`config.mk`:
```
export PLATFORM = sky130hd
export DESIGN_NAME = kth_largest_min_heap_tracker_core
export DESIGN_NICKNAME = d
export VERILOG_FILES = /design/src/hw/rtl/klh_pkg.sv /design/src/hw/rtl/kth_largest_min_heap_tracker_core.sv /design/src/hw/rtl/klh_ram.sv
export SDC_FILE = /design/constraint.sdc
export NUM_CORES = 1
export LEC_CHECK = 0
export BUFFER_PORTS_ARGS = -buffer_cell sky130_fd_sc_hd__buf_2
export CAP_MARGIN = 20
export CORE_ASPECT_RATIO = 1.2
export CORE_UTILIZATION = 56
export DETAILED_ROUTE_END_ITERATION = 8
export GPL_ROUTABILITY_DRIVEN = 0
export MAX_ROUTING_LAYER = met4
export PLACE_DENSITY = 0.74
export SKIP_LAST_GASP = 1
export SLEW_MARGIN = 20
export SYNTH_ARGS = -nofsm -noshare
export SYNTH_HDL_FRONTEND = slang
export SYNTH_SLANG_ARGS = --single-unit
```
`constraint.sdc`:
```
create_clock -name clk_i -period 22.3 [get_ports clk_i]
set_clock_uncertainty 0.15 [all_clocks]
set_input_delay 3.345 -clock clk_i [delete_from_list [all_inputs] [get_ports clk_i]]
set_output_delay 3.345 -clock clk_i [all_outputs]
set_load 0.02 [all_outputs]
```
`src/hw/rtl/klh_pkg.sv`:
```
// shared constants and types of the k-th largest tracker
`timescale 1ns / 1ps
package klh_pkg;

  localparam int K_MAX_DEF       = 64;
  localparam int VALUE_WIDTH_DEF = 16;
  localparam int KCNT_W          = 7;
  localparam logic [KCNT_W-1:0] K_RESET = KCNT_W'(1);

  typedef enum logic [2:0] {
    ST_IDLE,
    ST_UP_RD,
    ST_UP_CMP,
    ST_DN_RDL,
    ST_DN_RDR,
    ST_DN_CMP,
    ST_WR_V,
    ST_RESULT
  } state_e;

endpackage

```
`src/hw/rtl/kth_largest_min_heap_tracker_core.sv`:
```
// top level of the k-th largest tracker: min-heap in ram with sift sequencer
//
//   channel  direction  handshake               payload
//   cfg      in         cfg_we_i                cfg_wdata_i (k)
//   in       in         in_valid_i/in_ready_o   value_i
//   out      out        out_valid_o/out_ready_i kth_largest_o, ready_res_o
//
// an item is taken only in the idle state and the heap is walked one level at a time
// value below or equal to the root of a full heap: dropped, straight to the result state
// insertion: each parent compared takes a ram read, then a compare and write back
// replacement: left read, right read, then compare and write back per level; a leaf ends it
// reset empties the heap at once; a stalled result holds the sequencer in its result state
`timescale 1ns / 1ps
module kth_largest_min_heap_tracker_core #(
  parameter int K_MAX       = klh_pkg::K_MAX_DEF,
  parameter int VALUE_WIDTH = klh_pkg::VALUE_WIDTH_DEF
) (
  input  logic                      clk_i,
  input  logic                      rst_ni,
  input  logic                      cfg_we_i,
  input  logic [klh_pkg::KCNT_W-1:0] cfg_wdata_i,
  input  logic                      in_valid_i,
  output logic                      in_ready_o,
  input  logic [VALUE_WIDTH-1:0]    value_i,
  output logic                      out_valid_o,
  input  logic                      out_ready_i,
  output logic [VALUE_WIDTH-1:0]    kth_largest_o,
  output logic                      ready_res_o
);

  localparam int AW = (K_MAX > 1) ? $clog2(K_MAX) : 1;
  localparam int FW = $clog2(K_MAX + 1);
  localparam int XW = AW + 2;

  klh_pkg::state_e state_q, state_d;

  logic [klh_pkg::KCNT_W-1:0] k_q;
  logic [FW-1:0]              fill_q;
  logic [AW-1:0]              pos_q;
  logic [VALUE_WIDTH-1:0]     val_q;
  logic [VALUE_WIDTH-1:0]     lval_q;
  logic [VALUE_WIDTH-1:0]     root_q;
  logic                       out_valid_q;
  logic [VALUE_WIDTH-1:0]     out_kth_q;
  logic                       out_rdy_q;

  logic [FW-1:0]          keff;
  logic [XW-1:0]          left_x, right_x, keff_x;
  logic                   left_ok, right_ok;
  logic [AW-1:0]          left_a, right_a, parent_a, fill_a;
  logic                   accept, fill_lt, v_gt_root, up_less;
  logic                   take_l, take_r, out_free, ready_now;
  logic [VALUE_WIDTH-1:0] best;

  logic                   ram_we;
  logic [AW-1:0]          ram_waddr, ram_raddr;
  logic [VALUE_WIDTH-1:0] ram_wdata, ram_rdata;

  // effective rank, clamped to 1..K_MAX
  always_comb begin
    if (k_q == '0) begin
      keff = FW'(1);
    end else if (32'(k_q) > 32'(K_MAX)) begin
      keff = FW'(K_MAX);
    end else begin
      keff = FW'(k_q);
    end
  end

  assign left_x   = {1'b0, pos_q, 1'b1};
  assign right_x  = left_x + XW'(1);
  assign keff_x   = XW'(keff);
  assign left_ok  = left_x < keff_x;
  assign right_ok = right_x < keff_x;
  assign left_a   = left_x[AW-1:0];
  assign right_a  = right_x[AW-1:0];
  assign parent_a = (pos_q - AW'(1)) >> 1;
  assign fill_a   = fill_q[AW-1:0];

  assign in_ready_o = (state_q == klh_pkg::ST_IDLE);
  assign accept     = in_valid_i && in_ready_o;
  assign fill_lt    = fill_q < keff;
  assign ready_now  = fill_q >= keff;
  assign v_gt_root  = $signed(value_i) > $signed(root_q);
  assign up_less    = $signed(val_q) < $signed(ram_rdata);
  assign take_l     = $signed(lval_q) < $signed(val_q);
  assign best       = take_l ? lval_q : val_q;
  assign take_r     = right_ok && ($signed(ram_rdata) < $signed(best));
  assign out_free   = !out_valid_q || out_ready_i;

  // next state
  always_comb begin
    state_d = state_q;
    unique case (state_q)
      klh_pkg::ST_IDLE: begin
        if (accept) begin
          priority if (fill_lt) begin
            state_d = (fill_q == '0) ? klh_pkg::ST_WR_V : klh_pkg::ST_UP_RD;
          end else if (v_gt_root) begin
            state_d = klh_pkg::ST_DN_RDL;
          end else begin
            state_d = klh_pkg::ST_RESULT;
          end
        end
      end
      klh_pkg::ST_UP_RD: state_d = klh_pkg::ST_UP_CMP;
      klh_pkg::ST_UP_CMP: begin
        if (up_less && (parent_a != '0)) begin
          state_d = klh_pkg::ST_UP_RD;
        end else begin
          state_d = klh_pkg::ST_WR_V;
        end
      end
      klh_pkg::ST_DN_RDL: state_d = left_ok ? klh_pkg::ST_DN_RDR : klh_pkg::ST_WR_V;
      klh_pkg::ST_DN_RDR: state_d = klh_pkg::ST_DN_CMP;
      klh_pkg::ST_DN_CMP: begin
        state_d = (take_l || take_r) ? klh_pkg::ST_DN_RDL : klh_pkg::ST_WR_V;
      end
      klh_pkg::ST_WR_V:   state_d = klh_pkg::ST_RESULT;
      klh_pkg::ST_RESULT: state_d = out_free ? klh_pkg::ST_IDLE : klh_pkg::ST_RESULT;
      default:            state_d = klh_pkg::ST_IDLE;
    endcase
  end

  // ram controls
  always_comb begin
    ram_we    = 1'b0;
    ram_waddr = pos_q;
    ram_wdata = val_q;
    ram_raddr = '0;
    unique case (state_q)
      klh_pkg::ST_UP_RD:  ram_raddr = parent_a;
      klh_pkg::ST_UP_CMP: begin
        if (up_less) begin
          ram_we    = 1'b1;
          ram_wdata = ram_rdata;
        end
      end
      klh_pkg::ST_DN_RDL: ram_raddr = left_a;
      klh_pkg::ST_DN_RDR: ram_raddr = right_a;
      klh_pkg::ST_DN_CMP: begin
        if (take_l || take_r) begin
          ram_we    = 1'b1;
          ram_wdata = take_r ? ram_rdata : lval_q;
        end
      end
      klh_pkg::ST_WR_V:   ram_we = 1'b1;
      default: begin
      end
    endcase
  end

  always_ff @(posedge clk_i or negedge rst_ni) begin
    if (!rst_ni) begin
      state_q     <= klh_pkg::ST_IDLE;
      k_q         <= klh_pkg::K_RESET;
      fill_q      <= '0;
      out_valid_q <= 1'b0;
    end else begin
      state_q <= state_d;
      if (cfg_we_i) begin
        k_q    <= cfg_wdata_i;
        fill_q <= '0;
      end else if (accept && fill_lt) begin
        fill_q <= fill_q + FW'(1);
      end
      if ((state_q == klh_pkg::ST_RESULT) && out_free) begin
        out_valid_q <= 1'b1;
      end else if (out_ready_i) begin
        out_valid_q <= 1'b0;
      end
    end
  end

  always_ff @(posedge clk_i) begin
    if (accept) begin
      val_q <= value_i;
      pos_q <= fill_lt ? fill_a : '0;
    end
    if ((state_q == klh_pkg::ST_UP_CMP) && up_less) begin
      pos_q <= parent_a;
    end
    if (state_q == klh_pkg::ST_DN_RDR) begin
      lval_q <= ram_rdata;
    end
    if ((state_q == klh_pkg::ST_DN_CMP) && (take_l || take_r)) begin
      pos_q <= take_r ? right_a : left_a;
    end
    // shadow copy of the heap root
    if (ram_we && (ram_waddr == '0)) begin
      root_q <= ram_wdata;
    end
    if ((state_q == klh_pkg::ST_RESULT) && out_free) begin
      out_kth_q <= ready_now ? root_q : '0;
      out_rdy_q <= ready_now;
    end
  end

  klh_ram #(
    .WIDTH(VALUE_WIDTH),
    .DEPTH(K_MAX)
  ) u_heap_ram (
    .clk_i  (clk_i),
    .we_i   (ram_we),
    .waddr_i(ram_waddr),
    .wdata_i(ram_wdata),
    .raddr_i(ram_raddr),
    .rdata_o(ram_rdata)
  );

  assign out_valid_o   = out_valid_q;
  assign kth_largest_o = out_kth_q;
  assign ready_res_o   = out_rdy_q;

endmodule

```
`src/hw/rtl/klh_ram.sv`:
```
// generic single-port-write ram with registered read
`timescale 1ns / 1ps
module klh_ram #(
  parameter int WIDTH = klh_pkg::VALUE_WIDTH_DEF,
  parameter int DEPTH = klh_pkg::K_MAX_DEF,
  localparam int AW = (DEPTH > 1) ? $clog2(DEPTH) : 1
) (
  input  logic             clk_i,
  input  logic             we_i,
  input  logic [AW-1:0]    waddr_i,
  input  logic [WIDTH-1:0] wdata_i,
  input  logic [AW-1:0]    raddr_i,
  output logic [WIDTH-1:0] rdata_o
);

  logic [WIDTH-1:0] mem_q [DEPTH];
  logic [WIDTH-1:0] rdata_q;

  always_ff @(posedge clk_i) begin
    if (we_i) begin
      mem_q[waddr_i] <= wdata_i;
    end
    rdata_q <= mem_q[raddr_i];
  end

  assign rdata_o = rdata_q;

endmodule

```
==> summary.txt <==
CTS
  • Worst-skew pair later-pin latency: 0.70 ns
  • Quantity of hold-fixing buffers added after cts: 0
  • Worst-path clk slew: 0.07 ns
  • Clock buffer depth: 3
  • Total CTS buffers: 104
  • Clk root buf: clkbuf_16
  • CTS Sinks: 1129
  • H-tree level count: 3
  • Setup Buffers After CTS: 0
  • CTS tree: yes
  • Post-CTS Resized: 0

Timing
  • Fmax achieved: 141 MHz
  • Period utilisation layout: a little under a third
  • # setup viols final: 0
  • Worst slew pin tran: between 1 and 1.5 ns
  • Crit path time final: a little over 7 ns
  • Relative slew slack: between 20% and 30%
  • Fin worst setup slack: 15.19 ns
  • Final hold vios: 0
  • Fin. max-slew vios: 0
  • Setup TNS Final: 0 ns
  • RSZ-0062 raised after global routing: no

Floorplan
  • Die Area: 86300 sq um
  • Chip height: 322 um
  • Rows: 116
  • Die X: 268 um
  • Initial Utilization: 56.8%
  • Core area: 83900 sq um
  • Num ports: 47

Layout
  • Multi-input logic area: 13500 sq um
  • Layout area overhead: 11.5%
  • Non-filler cells, final: 4727
  • # diodes: 0
  • Filler cells: 6060
  • Nets: around 3.6k
  • Share of cells above drive strength 1: 10.8%
  • Register Area: 33700 sq um

Synth
  • Syn Std Cell Area: approximately 48000 sq um
  • Mapped Avg Cell Area: between 10 and 15 sq um
  • Ys async rst share: 1.59%
  • Fraction of the yosys area taken by sequential cells: 70.6%
  • Yosys warning count: 0
  • Largest area contributor in the synthesized netlist: edfxtp_1
  • EDFF count, synth: 1095
  • Flops & latches, synth: roughly 1.1k
  • Synth cell types: 73
  • Main synth FF type: edfxtp_1
  • Top cells by area, synth: edfxtp_1 69%, nand2_1 6.3%, mux2i_1 5.5%, nand3_1 2.6%, ha_1 2.2%
  • Yosys top cell area share: ~69%
  • Syn nets: 3620
  • Synth Instances: 3507

Routing
  • DR top layer: met4
  • DR iter-0 viols: 3435
  • Total wire length: 119000 um
  • Met2 routed WL: 57600 um
  • Final ANT Viol Nets: 0
  • Wire length per cell: 25.1 um
  • # DRC: 0
  • Met3 WL: 10100 um
  • Vias: 29.6k
  • DR vias/cell: 6.27
  • First-pass iteration count of the detailed router: 6
  • WL met1: 46000 um

Setup path
  • Slowest Stage Delay on Critical Path: 0.88 ns
  • Bufs and invs on worst path: 2
  • Critical R2R Capture: u_heap_ram.mem_q[36][2]
  • Worst-path maximum fanout: 62
  • Slowest stage cell, crit path: o31ai_4
  • CP Launch Type: flip-flop
  • CP required: 22.50 ns
  • Reg2Reg Launch Point: val_q[15]
  • Crit path kind: reg -> reg
  • Crit. End Element: flip-flop
  • Critical path arrival: ~7.3 ns
  • Setup crit start: val_q[15]
  • FF-to-FF setup slack: ~15 ns
  • Critical Path, Cell by Cell: inv_1 > ha_1 > nand4_1 > or4_4 > o31ai_4 > o21ai_0 > nand2_2 > mux2i_1 > ha_1 > a21o_1 > a21o_1 > a222oi_1 > or4b_1 > o31ai_4 > a21o_4 > a221o_2 > buf_4
  • Register-to-Register Path Depth: 17
  • Delay-heaviest family, CP: compound AO/OA/AOI/OAI gates

Power and ir drop
  • Peak VDD IR: 0.181 mV
  • PD cells: 147 nW/um^2
  • Leakage Power: ~20 nW

Global routing
  • Total Routing Usage GR: 28.5%
  • GRT Residual Overflow: 0
  • Pin count of the biggest net entering global routing: 174
  • First-pass GRT wire length: 177000 um
  • Initial antenna violation count: 3
  • Vias in the first global route: between 20k and 30k

Outcome
  • Run status: complete, no violations

Min path
  • Hold Path Stages: 0
  • Hold endpoint: lval_q[9]
  • Worst hold path type: reg -> reg
  • Hold Crit Start: u_heap_ram.rdata_o[9]

Placed design
  • Hpwl dp: 66800 um
  • # port buffers: 46
  • DP Worst Slack: 15.23 ns
  • Placed instance count: 4536

Run
  • Max Cap Viol: 0
## flip-flops by register name (all words and copies together) (netlist names)
| name | cells |
|---|---|
| fill_q | 7 |
| u_heap_ram.rdata_o | 16 |
| root_q | 16 |
| out_valid_o | 1 |
| state_q | 3 |
| kth_largest_o | 16 |
| u_heap_ram.mem_q | 1024 |
| val_q | 16 |
| k_q | 7 |
| lval_q | 16 |
| pos_q | 6 |
| ready_res_o | 1 |
## logic make-up (layout without fill, tap and decap cells)
family	Yosys count	count (layout)	synth area share, %
adders and majority gates	85	85	2.23
buffers and inverters	294	393	2.49
DFF	1129	1129	70.6
AOI/OAI and AO/OA	354	354	6.08
and+or+nand+nor	1360	1360	12.6
muxes	271	271	5.71
xor gates and xnor gates	14	14	0.257
## cell usage after synthesis (all sizes together), types with 19 or more instances
| master | count |
|---|---|
| a211oi | 20 |
| a21oi | 23 |
| a311o | 32 |
| a311oi | 113 |
| a31oi | 37 |
| and3 | 99 |
| buf | 84 |
| clkbuf | 139 |
| edfxtp | 1095 |
| ha | 85 |
| inv | 71 |
| mux2i | 263 |
| nand2 | 802 |
| nand3 | 251 |
| nor2 | 49 |
| nor3 | 90 |
| o21ai | 19 |
## cell type report
cell class                      count  area share (%)
Tap cell                         1121            2.64
Sequential cell                  1129            63.3
Clock inverter                     65            1.26
Multi-Input combinational cell   2084            25.3
Inverter                           71           0.501
Timing Repair Buffer              132            1.83
Clock buffer                      125            5.14
## stage by stage
step                      area [sq um]  utilization (%)  power (W)  hold slack [ns]
after floorplan                  47700                -    0.00483            0.287
after global placement           49500             59.0    0.00594            0.370
after detailed placement         49600             59.1    0.00600            0.352
after CTS                        53000             63.2    0.00778            0.368
after global routing             53100             63.4    0.00811            0.384
final                            53100             63.4    0.00783            0.385
## per-layer routing
layer / GRT usage, % / vias up
met4: 12.2 / 0
met5: - / -
met3: 4.37 / 282
met2: 45.1 / 1429
met1: 36.8 / 14700
li1: - / 13200
## cell usage in the layout, fill, tap and decap left out, types with 10 or more instances in the layout
cell | netlist | layout
mux2i_1 | 263 | 263
nand2_1 | 801 | 800
edfxtp_1 | 1095 | 1095
nor3_1 | 89 | 26
clkbuf_1 | 139 | 18
clkinv_1 | 0 | 23
a21oi_1 | 23 | 23
a32oi_1 | 17 | 17
nand3b_1 | 15 | 15
nor3_2 | 1 | 38
dfrtp_1 | 17 | 17
nor3_4 | 0 | 26
and3_1 | 99 | 99
clkinv_2 | 0 | 17
a311oi_1 | 113 | 113
a21o_1 | 12 | 12
a31oi_1 | 37 | 36
inv_1 | 71 | 71
nor2_1 | 48 | 48
a211oi_1 | 20 | 19
ha_1 | 85 | 85
a311o_1 | 32 | 32
dfxtp_1 | 16 | 16
a221o_2 | 0 | 13
nand3_1 | 251 | 248
buf_4 | 2 | 79
clkbuf_16 | 0 | 106
o21ai_0 | 13 | 13
a211o_1 | 17 | 17
buf_2 | 49 | 46
bufinv_16 | 0 | 13
nor2b_1 | 10 | 10
## where the power goes
group / switching (W) / internal (W) / leakage, nW
Combinational: 0.00228 / 0.000856 / 7.85
Clock: 0.000763 / 0.00102 / 1.66
Sequential: 0.0000904 / 0.00282 / 10.2
Total: 0.00313 / 0.00470 / 19.7
## how the worst max path moves through the flow
stage,to,slack [ns],depth (start not counted)
after floorplan,root_q[14],14.17,18
after global placement,u_heap_ram.mem_q[3][10],15.39,18
after detailed placement,u_heap_ram.mem_q[28][7],15.23,18
after CTS,u_heap_ram.mem_q[28][7],15.22,18
after global routing,u_heap_ram.mem_q[46][12],14.93,17
final,u_heap_ram.mem_q[36][2],15.19,17
Note: power is estimated with default switching activity, not from simulation.
